File: config.mk
export PLATFORM = sky130hd
export DESIGN_NAME = relocation_masked_window_compare_flat
export DESIGN_NICKNAME = d
export VERILOG_FILES = /design/src/rmwc_pkg.sv /design/src/rmwc_in_if.sv /design/src/rmwc_out_if.sv /design/src/rmwc_front.sv /design/src/rmwc_queue.sv /design/src/rmwc_back.sv /design/src/relocation_masked_window_compare.sv /design/src/flat_wrapper.sv
export VERILOG_INCLUDE_DIRS = /design/src /design/src/src
export SDC_FILE = /design/constraint.sdc
export NUM_CORES = 1
export LEC_CHECK = 0
export ABC_CLOCK_PERIOD_IN_PS = 5800
export BUFFER_PORTS_ARGS = -buffer_cell sky130_fd_sc_hd__buf_2
export CORE_MARGIN = 2
export CORE_UTILIZATION = 30
export CTS_CLUSTER_DIAMETER = 100
export DETAILED_ROUTE_END_ITERATION = 6
export GPL_TIMING_DRIVEN = 0
export MAX_ROUTING_LAYER = met4
export SETUP_SLACK_MARGIN = 0.4
export SLEW_MARGIN = 10
export SYNTH_ARGS = -nofsm -noshare
export SYNTH_HDL_FRONTEND = slang
export SYNTH_HIERARCHICAL = 1
export SYNTH_SLANG_ARGS = --single-unit
export TNS_END_PERCENT = 10
File: constraint.sdc
create_clock -name i_clk -period 5.8 [get_ports i_clk]
set_input_delay 0.29 -clock i_clk [delete_from_list [all_inputs] [get_ports i_clk]]
set_output_delay 0.29 -clock i_clk [all_outputs]
set_load 0.02 [all_outputs]
File: src/relocation_masked_window_compare_assert.svh
// assertion macros shared by the rmwc modules
`ifndef RELOCATION_MASKED_WINDOW_COMPARE_ASSERT_SVH
`define RELOCATION_MASKED_WINDOW_COMPARE_ASSERT_SVH

// same-cycle implication
`define RMWC_AST_IMP(lbl, clk, rst_n, ante, cons) \
    lbl: assert property (@(posedge clk) disable iff (!rst_n) (ante) |-> (cons)) \
        else $error("rmwc assertion failed");

// next-cycle implication
`define RMWC_AST_NXT(lbl, clk, rst_n, ante, cons) \
    lbl: assert property (@(posedge clk) disable iff (!rst_n) (ante) |=> (cons)) \
        else $error("rmwc assertion failed");

`endif

File: src/rmwc_pkg.sv
package rmwc_pkg;

    localparam int unsigned WINDOW_BYTES_DEF = 32;
    localparam logic [5:0]  MIN_CMP_RST      = 6'd16;

    localparam int unsigned OFS_W = 12;
    localparam logic [15:0] OFS_MASK = 16'h0FFF;
    localparam int unsigned LO_W  = 8;

    localparam logic [2:0] ACT_START  = 3'd0;
    localparam logic [2:0] ACT_HEADER = 3'd1;
    localparam logic [2:0] ACT_ENTRY  = 3'd2;
    localparam logic [2:0] ACT_PAIR   = 3'd3;
    localparam logic [2:0] ACT_FINISH = 3'd4;

    localparam logic [3:0] TYP_ABS     = 4'd0;
    localparam logic [3:0] TYP_HIGH    = 4'd1;
    localparam logic [3:0] TYP_LOW     = 4'd2;
    localparam logic [3:0] TYP_HIGHLOW = 4'd3;
    localparam logic [3:0] TYP_HIGHADJ = 4'd4;

    localparam logic [2:0] OP_NOP    = 3'd0;
    localparam logic [2:0] OP_START  = 3'd1;
    localparam logic [2:0] OP_MARK2  = 3'd2;
    localparam logic [2:0] OP_MARK4  = 3'd3;
    localparam logic [2:0] OP_ERR    = 3'd4;
    localparam logic [2:0] OP_PAIR   = 3'd5;
    localparam logic [2:0] OP_FINISH = 3'd6;

    localparam logic [1:0] VERD_CLEAN   = 2'd0;
    localparam logic [1:0] VERD_ANOMALY = 2'd1;
    localparam logic [1:0] VERD_ERROR   = 2'd2;

    typedef struct packed {
        logic [2:0]             op;
        logic signed [LO_W-1:0] lo;
        logic [7:0]             live;
        logic [7:0]             clean;
    } t_cmd;

endpackage

File: src/rmwc_in_if.sv
interface rmwc_in_if;
    logic        valid;
    logic        ready;
    logic [2:0]  action;
    logic [31:0] window_start;
    logic [31:0] page_rva;
    logic [15:0] entry_word;
    logic        last_in_block;
    logic [7:0]  live_byte;
    logic [7:0]  clean_byte;

    modport source (
        output valid, action, window_start, page_rva, entry_word, last_in_block,
               live_byte, clean_byte,
        input  ready
    );
    modport sink (
        input  valid, action, window_start, page_rva, entry_word, last_in_block,
               live_byte, clean_byte,
        output ready
    );
endinterface

File: src/rmwc_out_if.sv
interface rmwc_out_if;
    logic       valid;
    logic       ready;
    logic [1:0] verdict;
    logic [5:0] compared_count;

    modport source (
        output valid, verdict, compared_count,
        input  ready
    );
    modport sink (
        input  valid, verdict, compared_count,
        output ready
    );
endinterface

File: src/rmwc_front.sv
module rmwc_front #(
    parameter int unsigned WINDOW_BYTES = rmwc_pkg::WINDOW_BYTES_DEF
) (
    input  logic           i_clk,
    input  logic           i_rst_n,
    rmwc_in_if.sink        i_in,
    input  logic           i_q_full,
    output logic           o_push,
    output rmwc_pkg::t_cmd o_cmd
);
    import rmwc_pkg::*;

    localparam logic signed [33:0] WIN_HI = 34'(WINDOW_BYTES);

    logic [31:0]        r_wbase, n_wbase;
    logic [31:0]        r_block, n_block;
    logic signed [33:0] r_delta, n_delta;
    logic               r_skip, n_skip;

    logic               accept;
    logic [OFS_W-1:0]   ofs;
    logic [3:0]         typ;
    logic [32:0]        sum33;
    logic signed [33:0] rel;
    logic               in2, in4;
    logic [2:0]         op;

    assign i_in.ready = !i_q_full;
    assign accept     = i_in.valid && !i_q_full;

    assign ofs   = OFS_W'(i_in.entry_word & OFS_MASK);
    assign typ   = i_in.entry_word[15:12];
    assign sum33 = {1'b0, r_block} + 33'(ofs);
    assign rel   = r_delta + $signed(34'(ofs));
    assign in2   = (rel < WIN_HI) && (rel > -34'sd2);
    assign in4   = (rel < WIN_HI) && (rel > -34'sd4);

    always_comb begin
        op      = OP_NOP;
        n_wbase = r_wbase;
        n_block = r_block;
        n_delta = r_delta;
        n_skip  = r_skip;
        unique case (i_in.action)
            ACT_START: begin
                op      = OP_START;
                n_wbase = i_in.window_start;
                n_block = '0;
                n_delta = -$signed({2'b00, i_in.window_start});
                n_skip  = 1'b0;
            end
            ACT_HEADER: begin
                n_block = i_in.page_rva;
                n_delta = $signed({2'b00, i_in.page_rva}) - $signed({2'b00, r_wbase});
                n_skip  = 1'b0;
            end
            ACT_ENTRY: begin
                if (r_skip) begin
                    n_skip = 1'b0;
                end else if (sum33[32]) begin
                    op = OP_ERR;
                end else begin
                    unique case (typ)
                        TYP_ABS: begin
                            op = OP_NOP;
                        end
                        TYP_HIGH, TYP_LOW: begin
                            op = in2 ? OP_MARK2 : OP_NOP;
                        end
                        TYP_HIGHLOW: begin
                            op = in4 ? OP_MARK4 : OP_NOP;
                        end
                        TYP_HIGHADJ: begin
                            if (i_in.last_in_block) begin
                                op = OP_ERR;
                            end else begin
                                op     = in2 ? OP_MARK2 : OP_NOP;
                                n_skip = 1'b1;
                            end
                        end
                        default: begin
                            op = in4 ? OP_ERR : OP_NOP;
                        end
                    endcase
                end
            end
            ACT_PAIR: begin
                op = OP_PAIR;
            end
            ACT_FINISH: begin
                op = OP_FINISH;
            end
            default: begin
                op = OP_NOP;
            end
        endcase
    end

    assign o_push      = accept && (op != OP_NOP);
    assign o_cmd.op    = op;
    assign o_cmd.lo    = rel[LO_W-1:0];
    assign o_cmd.live  = i_in.live_byte;
    assign o_cmd.clean = i_in.clean_byte;

    always_ff @(posedge i_clk) begin
        if (!i_rst_n) begin
            r_wbase <= '0;
            r_block <= '0;
            r_delta <= '0;
            r_skip  <= 1'b0;
        end else if (accept) begin
            r_wbase <= n_wbase;
            r_block <= n_block;
            r_delta <= n_delta;
            r_skip  <= n_skip;
        end
    end

endmodule

File: src/rmwc_queue.sv
`include "relocation_masked_window_compare_assert.svh"

module rmwc_queue (
    input  logic           i_clk,
    input  logic           i_rst_n,
    input  logic           i_push,
    input  rmwc_pkg::t_cmd i_cmd,
    output logic           o_full,
    output logic           o_valid,
    output rmwc_pkg::t_cmd o_cmd,
    input  logic           i_pop
);
    import rmwc_pkg::*;

    t_cmd       r_mem [2];
    logic       r_wptr;
    logic       r_rptr;
    logic [1:0] r_cnt;

    assign o_full  = (r_cnt == 2'd2);
    assign o_valid = (r_cnt != 2'd0);
    assign o_cmd   = r_mem[r_rptr];

    always_ff @(posedge i_clk) begin
        if (i_push) begin
            r_mem[r_wptr] <= i_cmd;
        end
    end

    always_ff @(posedge i_clk) begin
        if (!i_rst_n) begin
            r_wptr <= 1'b0;
            r_rptr <= 1'b0;
            r_cnt  <= 2'd0;
        end else begin
            if (i_push) begin
                r_wptr <= !r_wptr;
            end
            if (i_pop) begin
                r_rptr <= !r_rptr;
            end
            r_cnt <= r_cnt + 2'(i_push) - 2'(i_pop);
        end
    end

    `RMWC_AST_IMP(a_q_bound, i_clk, i_rst_n, 1'b1, r_cnt <= 2'd2)
    `RMWC_AST_IMP(a_q_pop_valid, i_clk, i_rst_n, i_pop, r_cnt != 2'd0)
    `RMWC_AST_IMP(a_q_push_room, i_clk, i_rst_n, i_push, r_cnt != 2'd2)

endmodule

File: src/rmwc_back.sv
`include "relocation_masked_window_compare_assert.svh"

module rmwc_back #(
    parameter int unsigned WINDOW_BYTES = rmwc_pkg::WINDOW_BYTES_DEF
) (
    input  logic           i_clk,
    input  logic           i_rst_n,
    input  logic           i_q_valid,
    input  rmwc_pkg::t_cmd i_cmd,
    output logic           o_pop,
    input  logic           i_cfg_we,
    input  logic [5:0]     i_cfg_wdata,
    rmwc_out_if.source     o_out
);
    import rmwc_pkg::*;

    localparam int unsigned IDX_W = $clog2(WINDOW_BYTES);
    localparam int unsigned CNT_W = $clog2(WINDOW_BYTES + 1);
    localparam int unsigned CMP_W = LO_W + 2;

    logic [5:0]              r_min;
    logic [WINDOW_BYTES-1:0] r_mask;
    logic [CNT_W-1:0]        r_pos;
    logic [CNT_W-1:0]        r_cnt;
    logic                    r_mis;
    logic                    r_err;
    logic                    r_ovalid;
    logic [1:0]              r_verdict;
    logic [5:0]              r_ocount;

    logic                    go;
    logic [WINDOW_BYTES-1:0] mark;
    logic signed [CMP_W-1:0] lo_ext;
    logic signed [CMP_W-1:0] hi_ext;
    logic [1:0]              verdict;
    logic                    pos_ok;

    assign go = i_q_valid && ((i_cmd.op != OP_FINISH) || !r_ovalid || o_out.ready);
    assign o_pop = go;

    // byte i masked when lo <= i < lo + size, window-relative
    assign lo_ext = CMP_W'(i_cmd.lo);
    assign hi_ext = lo_ext + ((i_cmd.op == OP_MARK4) ? CMP_W'(4) : CMP_W'(2));

    always_comb begin
        for (int i = 0; i < WINDOW_BYTES; i++) begin
            mark[i] = ($signed(CMP_W'(i)) >= lo_ext) && ($signed(CMP_W'(i)) < hi_ext);
        end
    end

    assign pos_ok = (r_pos < CNT_W'(WINDOW_BYTES));

    always_comb begin
        if (r_err || (7'(WINDOW_BYTES) < {1'b0, r_min}) || pos_ok) begin
            verdict = VERD_ERROR;
        end else if (r_mis) begin
            verdict = VERD_ANOMALY;
        end else if (7'(r_cnt) >= {1'b0, r_min}) begin
            verdict = VERD_CLEAN;
        end else begin
            verdict = VERD_ERROR;
        end
    end

    always_ff @(posedge i_clk) begin
        if (!i_rst_n) begin
            r_min <= MIN_CMP_RST;
        end else if (i_cfg_we) begin
            r_min <= i_cfg_wdata;
        end
    end

    always_ff @(posedge i_clk) begin
        if (!i_rst_n) begin
            r_mask <= '0;
            r_pos  <= '0;
            r_cnt  <= '0;
            r_mis  <= 1'b0;
            r_err  <= 1'b0;
        end else if (go) begin
            unique case (i_cmd.op)
                OP_START: begin
                    r_mask <= '0;
                    r_pos  <= '0;
                    r_cnt  <= '0;
                    r_mis  <= 1'b0;
                    r_err  <= 1'b0;
                end
                OP_MARK2, OP_MARK4: begin
                    r_mask <= r_mask | mark;
                end
                OP_ERR: begin
                    r_err <= 1'b1;
                end
                OP_PAIR: begin
                    if (pos_ok) begin
                        if (!r_mask[r_pos[IDX_W-1:0]]) begin
                            r_cnt <= r_cnt + CNT_W'(1);
                            if (i_cmd.live != i_cmd.clean) begin
                                r_mis <= 1'b1;
                            end
                        end
                        r_pos <= r_pos + CNT_W'(1);
                    end
                end
                default: begin
                end
            endcase
        end
    end

    // output register
    always_ff @(posedge i_clk) begin
        if (!i_rst_n) begin
            r_ovalid <= 1'b0;
        end else if (go && (i_cmd.op == OP_FINISH)) begin
            r_ovalid <= 1'b1;
        end else if (o_out.ready) begin
            r_ovalid <= 1'b0;
        end
    end

    always_ff @(posedge i_clk) begin
        if (go && (i_cmd.op == OP_FINISH)) begin
            r_verdict <= verdict;
            r_ocount  <= 6'(r_cnt);
        end
    end

    assign o_out.valid          = r_ovalid;
    assign o_out.verdict        = r_verdict;
    assign o_out.compared_count = r_ocount;

    `RMWC_AST_NXT(a_fin_out, i_clk, i_rst_n, go && (i_cmd.op == OP_FINISH), r_ovalid)
    `RMWC_AST_IMP(a_pos_lim, i_clk, i_rst_n, 1'b1, r_pos <= CNT_W'(WINDOW_BYTES))
    `RMWC_AST_NXT(a_start_clr, i_clk, i_rst_n, go && (i_cmd.op == OP_START), (r_pos == '0) && (r_mask == '0) && !r_err)

endmodule

File: src/relocation_masked_window_compare.sv
// Relocation-masked window compare: a start beat fixes the window address, header and
// relocation entry beats build a byte mask over the window, byte-pair beats compare the
// unmasked bytes, and a finish beat returns one verdict with the compared byte count.
// The block takes one beat per clock while the queue is not full; the decode
// stage works out the entry target against the window with one 34-bit add and range check,
// and a two-beat queue feeds the execute stage, which updates the mask with one parallel
// compare per window byte. A finish beat waits in the execute stage only while an earlier
// verdict still sits unread in the output register. A verdict is loaded into the output
// register when the execute stage takes its finish beat from the queue. min_compared resets
// to 16; the user must write it only while idle, the block does not enforce this.
module relocation_masked_window_compare #(
    parameter int unsigned WINDOW_BYTES = rmwc_pkg::WINDOW_BYTES_DEF
) (
    input  logic       i_clk,
    input  logic       i_rst_n,
    rmwc_in_if.sink    i_in,
    rmwc_out_if.source o_out,
    input  logic       i_cfg_we,
    input  logic [5:0] i_cfg_wdata
);
    import rmwc_pkg::*;

    logic q_full;
    logic q_valid;
    logic push;
    logic pop;
    t_cmd front_cmd;
    t_cmd back_cmd;

    rmwc_front #(
        .WINDOW_BYTES(WINDOW_BYTES)
    ) u_front (
        .i_clk    (i_clk),
        .i_rst_n  (i_rst_n),
        .i_in     (i_in),
        .i_q_full (q_full),
        .o_push   (push),
        .o_cmd    (front_cmd)
    );

    rmwc_queue u_queue (
        .i_clk   (i_clk),
        .i_rst_n (i_rst_n),
        .i_push  (push),
        .i_cmd   (front_cmd),
        .o_full  (q_full),
        .o_valid (q_valid),
        .o_cmd   (back_cmd),
        .i_pop   (pop)
    );

    rmwc_back #(
        .WINDOW_BYTES(WINDOW_BYTES)
    ) u_back (
        .i_clk       (i_clk),
        .i_rst_n     (i_rst_n),
        .i_q_valid   (q_valid),
        .i_cmd       (back_cmd),
        .o_pop       (pop),
        .i_cfg_we    (i_cfg_we),
        .i_cfg_wdata (i_cfg_wdata),
        .o_out       (o_out)
    );

endmodule

File: src/flat_wrapper.sv
// flat-port wrapper written by rule: the top's interface ports become plain ports
module relocation_masked_window_compare_flat import rmwc_pkg::*;
#(
    parameter int unsigned WINDOW_BYTES = rmwc_pkg::WINDOW_BYTES_DEF
)
  (i_clk, i_rst_n, i_cfg_we, i_cfg_wdata, i_in_valid, i_in_action, i_in_window_start, i_in_page_rva, i_in_entry_word, i_in_last_in_block, i_in_live_byte, i_in_clean_byte, i_in_ready, o_out_valid, o_out_verdict, o_out_compared_count, o_out_ready);
  rmwc_in_if i_in_i ();
  rmwc_out_if o_out_i ();
  input  logic i_clk;
  input  logic i_rst_n;
  input  logic i_cfg_we;
  input  logic [5:0] i_cfg_wdata;
  input wire logic [$bits(i_in_i.valid)-1:0] i_in_valid;
  input wire logic [$bits(i_in_i.action)-1:0] i_in_action;
  input wire logic [$bits(i_in_i.window_start)-1:0] i_in_window_start;
  input wire logic [$bits(i_in_i.page_rva)-1:0] i_in_page_rva;
  input wire logic [$bits(i_in_i.entry_word)-1:0] i_in_entry_word;
  input wire logic [$bits(i_in_i.last_in_block)-1:0] i_in_last_in_block;
  input wire logic [$bits(i_in_i.live_byte)-1:0] i_in_live_byte;
  input wire logic [$bits(i_in_i.clean_byte)-1:0] i_in_clean_byte;
  output wire logic [$bits(i_in_i.ready)-1:0] i_in_ready;
  output wire logic [$bits(o_out_i.valid)-1:0] o_out_valid;
  output wire logic [$bits(o_out_i.verdict)-1:0] o_out_verdict;
  output wire logic [$bits(o_out_i.compared_count)-1:0] o_out_compared_count;
  input wire logic [$bits(o_out_i.ready)-1:0] o_out_ready;
  assign i_in_i.valid = i_in_valid;
  assign i_in_i.action = i_in_action;
  assign i_in_i.window_start = i_in_window_start;
  assign i_in_i.page_rva = i_in_page_rva;
  assign i_in_i.entry_word = i_in_entry_word;
  assign i_in_i.last_in_block = i_in_last_in_block;
  assign i_in_i.live_byte = i_in_live_byte;
  assign i_in_i.clean_byte = i_in_clean_byte;
  assign i_in_ready = i_in_i.ready;
  assign o_out_valid = o_out_i.valid;
  assign o_out_verdict = o_out_i.verdict;
  assign o_out_compared_count = o_out_i.compared_count;
  assign o_out_i.ready = o_out_ready;
  relocation_masked_window_compare #(.WINDOW_BYTES(WINDOW_BYTES)) u_core (.i_clk(i_clk), .i_rst_n(i_rst_n), .i_in(i_in_i), .o_out(o_out_i), .i_cfg_we(i_cfg_we), .i_cfg_wdata(i_cfg_wdata));
endmodule
# Word level (Yosys, flattened, before mapping)
# Memories as Yosys holds them, arrays and structs flattened. A register that Yosys moved wholly into a read port is not among the register bits.
# Cells that the tools add are included.
# op_classes
addsub,9
multipliers,0
div_mod_pow,0
order_cmp,71
n_eq_ne,20
shifts,0
muxes,37
bitwise_logic,1
reduce_logical,67
# op_table
operator,n
$lt A6 B9 Y1 const A,16
$ge A6 B8 Y1 const A,16
$pmux W32 S2,2
$lt A5 B9 Y1 const A,8
$pmux W34 S2,1
$ge A5 B8 Y1 const A,8
$logic_and A1 B1 Y1,38
$lt A4 B9 Y1 const A,4
$add A34 B13 Y34,1
$gt A34 B2 Y1 const B,1
$gt A34 B3 Y1 const B,1
$lt A34 B7 Y1 const B,1
$neg A32 Y34,1
$add A32 B12 Y33,1
$sub A32 B32 Y33,1
$ge A4 B8 Y1 const A,4
$or A32 B32 Y32,1
$pmux W3 S4,2
$pmux W6 S2,2
$lt A3 B9 Y1 const A,2
$mux W6,3
$ge A3 B8 Y1 const A,2
$mux W3,5
$mux W1,14
other kinds (36),70
# totals
register_bits,164
latchBits,0
ramBits,54
romBits,0
input_bits,111
out_inout_bits,10
elab_cells,222
n_memories,1
# memory_table
memory,words,width,rd,rd_clocked_by_memory_dff,write_ports,line_no,text
u_core.u_queue.r_mem,2,27,1,1,1,rmwc_queue.sv:15,t_cmd r_mem [2];

# Longest topological paths before layout
# logic_depth
word_depth,13
depth_mapped,17

# Cells and area by module
# Netlist, hierarchy kept.
# modules_own_cells
module,n_inst,cells_each,area_per_inst_um2,seq_area_each_um2
rmwc_front,1,1032,7987.7,1981.9
rmwc_back,1,418,3515.9,1301.2
rmwc_queue,1,105,2279.7,1721.7

# Worst setup path after synthesis
# No wires, ideal clock.
# synth_path
path_type,flip-flop to flip-flop
startpoint,register u_core.u_front.r_delta[0]
endpoint,"memory u_core/u_queue/r_mem[0][0] in the netlist's numbering, enable pin"
setup_time_ns,0.415
arrival_time_ns,4.451
path_slack_ns,0.934
path_stages_with_launch,16
n_path_buf,0
cell_sequence,dfxtp_1 -> ha_1 -> inv_1 -> fa_1 -> nand2b_1 -> a211oi_2 -> nor3_4 -> a21oi_2 -> mux2_2 -> nor3_1 -> nand3_1 -> nand4b_1 -> a21o_1 -> a2111oi_4 -> o311a_1 -> nor2b_1
# synth_between
elab_chain_cells,13
# synth_lines
element,line_no,text
from (decl),rmwc_front.sv:17,"logic signed [33:0] r_delta, n_delta;"
from (signal assigned),rmwc_front.sv:114,r_delta <= n_delta;
$add A34 B13 Y34 (*),rmwc_front.sv:34,assign rel = r_delta + $signed(34'(ofs));
$lt A34 B7 Y1 / $gt A34 B2 Y1 (equally long branches),"rmwc_front.sv:35, rmwc_front.sv:36",
$logic_and A1 B1 Y1,rmwc_front.sv:35,assign in2 = (rel < WIN_HI) && (rel > -34'sd2);
$mux W2,"rmwc_front.sv:68, rmwc_front.sv:77",
$mux W3,rmwc_front.sv:74,if (i_in.last_in_block) begin
$pmux W3 S4 (*),rmwc_front.sv:63,unique case (typ)
$mux W3 (*),rmwc_front.sv:60,end else if (sum33[32]) begin
$mux W3 (*),rmwc_front.sv:58,if (r_skip) begin
$pmux W3 S4 (*),rmwc_front.sv:44,unique case (i_in.action)
$reduce_bool A3 Y1 (*),rmwc_front.sv:99,assign o_push = accept && (op != OP_NOP);
$logic_and A1 B1 Y1 (*),rmwc_front.sv:99,
via u_core.push,relocation_masked_window_compare.sv:25,logic push;
$mux W1 (*),rmwc_queue.sv:25,if (i_push) begin
$mux W1 (implied by the code) (*),rmwc_queue.sv:26,r_mem[r_wptr] <= i_cmd;
to (decl),rmwc_queue.sv:15,
# Mark *: on every way through the listed nets, which the timed path passes. The rest lies on a longest branch.

==> results.yml <==
sta:
  tns_ps: 0
  drv_slew: 0
  min_period_over_period_pct: 89.4
  rsz0062_at_grt: "true"
  min_period_ps: 5180
  worst_slew_pin_slew_ps: 952
  hold_viol: 0
  setup_viol: 0
  fin_ws_ps: 615
  max_freq_mhz: 193
  skew_ps: 11.2
  max_slew_margin_pct: 36.3
finish:
  area_growth_pct: 17.8
  drive_above_1_share_pct: 15.3
  num-nets-final: 1892
  antenna_cells: 0
  fin_cells: 2330
  fin_area_sq_um: 16200
drt:
  drt_wl_total_microns: 40600
  routed_via_density: 5.17
  drc: 0
  postRouteAntennaNets: 0
  wl_per_cell_microns: 17.4
  drt_iter0_drc: 794
  vias: 12050
  firstDrtPassIters: 5
clock_network:
  cts_buffers: 26
  cts_root_buf: "clkbuf_16"
  clk_pin_slew_worst_paths_ps: 60
  clock_latency_ps: 550
  clockBufferDepth: 3
  h-tree-depth: 1
  cts_sinks: 219
  cts_tree: "built"
placement:
  place_inst: 2258
  dp_slack_ps: 63.5
  place.gp.congestion: 0.895
  post_dp_cell_area_sq_um: 15100
  portBuffers: 102
  hpwl_microns: 31500
floorplanning:
  fp.dieW_microns: 218
  rows: 78
  core_sq_um: 45400
  die-area_sq_um: 47700
  die_h_microns: 218
  ios: 121
  initial_core_util_pct: 30.4
logic_synthesis:
  yosysSeqAreaShare_pct: 36.3
  synthFlopType: "dfxtp_1"
  synth.distinct_cells: 85
  synth_area_leaders: "dfxtp_1 (23%), edfxtp_1 (14%), ha_1 (6.2%)"
  synth_edf_count: 62
  synth-async-reset-ratio_pct: 0
  postSynthAreaPerCell_sq_um: 8.86
  yosys.area.top_type: "dfxtp_1"
  ys_warn_count: 6
  ys_ff_latch: 219
  synth_nets: 1737
  yosys.area.top_type_share_pct: 22.8
  synth_area_sq_um: 13800
  syn-instance-count: 1555
critical_path:
  timing.rr.start: "u_core/u_front/r_delta[0]"
  required_ps: 5990
  critPathArrivalTime_ps: 5380
  cp-end-kind: "flip-flop"
  r2r_end: "u_core/u_queue/r_mem[0][19]"
  rrSetupSlack_ps: 620
  path_max_fanout: 14
  r2r_cells: 15
  cp-startpoint: "u_core/u_front/r_delta[0]"
  path_class: "reg2reg"
  crit_path_end: "u_core/u_queue/r_mem[0][19]"
  startpoint_type: "flip-flop"
global_routing:
  gr-total-overflow: 0
  grt_pass1_wl_microns: 64400
  grt_pass1_vias: 11859
  grt_max_degree: 29
  grt_antenna_before_repair: 0
  grt_usage_pct: 17.3
power:
  worst_ir_drop_vdd_v: 0.000210
  finalPower_uw: 4750
  leakage_uw: 0.00616
  power_density_nw_per_um2: 293
run_status:
  status: "complete, no violations"
flow_run:
  drv_cap: 0
hold_path:
  hold_class: "in2reg"
-- critical path: stages, from the launching register on --
cell and delay (ps):
dfxtp_1 370, ha_1 230, inv_1 70, fa_1 390
xnor2_1 330, nand3_1 180, or4_1 460, nor4_1 330
nand4_1 150, nor4b_1 440, nand3_1 130, nand4b_1 310
a21o_1 260, a2111oi_4 360, o311a_1 330, nor2b_4 470
-- per-layer routing --
metal / up-vias / GRT usage (%) / share of wire, %
met3: 80 / 1.92 / 3.8
met5: - / - / 0
met1: 5752 / 21.1 / 44
li1: 5953 / - / -
met2: 265 / 29.8 / 49
met4: 0 / 5.51 / 3.1
-- cells in the final DEF (no fill, tap or decap), drive strengths merged, types with 6 or more instances in the layout --
cell         Yosys  layout
a211oi          18      18
a21boi          43      43
a21o            29      29
a21oi           86      86
a22oi           38      38
a31oi           29      29
and2            15      15
and3            18      18
buf             37     141
clkbuf          57      88
clkinv           0      10
dfxtp          157     157
dlygate4sd3      0      22
edfxtp          62      62
ha              68      68
inv             71      74
mux2            29      29
mux2i           14      14
mux4             8       8
nand2          159     159
nand2b          23      23
nand3           41      41
nand3b          10      10
nand4           23      23
nor2           101     101
nor2b           55      56
nor3            30      30
nor4            15      15
o211a           17      17
o211ai          27      27
o21a            11      11
o21ai           96      96
o31ai            6       6
or2              8       8
or3             10      10
xnor2           34      34
xor2            46      46
-- logic make-up (layout without fill, tap and decap cells) --
group,Yosys count,in the layout,synth area share (%)
adders and majority gates,71,71,6.61
muxes,51,51,5.27
buffers and inverters,165,339,5.41
AOI/OAI and AO/OA,442,442,22.0
and+or+nand+nor,526,527,19.2
DFF,219,219,36.3
xor gates and xnor gates,81,81,5.25
-- power by group --
part / internal [uW] / switching, uW
combinational: 521 / 785
clock: 1020 / 695
sequential: 1680 / 54.1
total: 3220 / 1530
-- synthesized netlist by cell type (34+ instances only) --
cell        n
a21oi_1    82
inv_1      70
nor2_1    101
nand2_1   158
nor2b_1    55
ha_1       68
clkbuf_1   55
nand3_1    41
dfxtp_1   157
xnor2_1    34
o21ai_0    94
a22oi_1    36
edfxtp_1   62
xor2_1     46
a21boi_0   42
-- per-stage QoR --
step	util (%)	hold slack, ps
after global placement	33.2	431
after CTS	35.7	2.20
after global routing	35.8	27.4
final	35.8	14.7
after floorplan	-	408
after detailed placement	33.2	441
-- worst min-delay path by stage --
stage	from	end	slack (ps)	cells after the start
finish	i_in_window_start[31]	u_core/u_front/r_wbase[31]	10	3
floorplan	i_rst_n	u_core/u_queue/r_wptr	410	1
CTS	i_in_window_start[31]	u_core/u_front/r_wbase[31]	2	3
global placement	u_core/u_back/r_mask[22]	u_core/u_back/r_mask[22]	430	2
global route	i_in_window_start[4]	u_core/u_front/r_wbase[4]	30	3
detailed placement	u_core/u_back/r_mask[18]	u_core/u_back/r_mask[18]	440	2
-- final cells by class --
type / instances / area [sq um]
Inverter: 71 / 267
Clock buffer: 31 / 709
Clock inverter: 17 / 195
Fill cell: 4659 / 29200
Tap cell: 600 / 751
Multi-Input combinational cell: 1172 / 8070
Sequential cell: 219 / 5000
Buffer: 94 / 479
Timing Repair Buffer: 126 / 758
-- state kept, by name, indices dropped and copies added (netlist names), 2 cells and up, named ones only --
register                            flops
u_core/u_back/r_min                     6
u_core/u_front/r_block                 32
u_core/u_back/r_cnt                     6
u_core/u_back/o_out.verdict             2
u_core/u_back/r_mask                   32
u_core/u_back/o_out.compared_count      6
u_core/u_back/r_pos                     6
u_core/u_queue/r_mem                   54
u_core/u_front/r_wbase                 32
u_core/u_front/r_delta                 34
u_core/u_queue/r_cnt                    2
-- what timing repair did --
action	4_1_cts	5_1_grt
buffers inserted	0	1
setup endpoints to repair	54	55
resized for setup	1	2
gates cloned	0	1
hold buffers	22	0
hold endpoints to repair	38	0
Note: power is estimated with default switching activity, not from simulation.
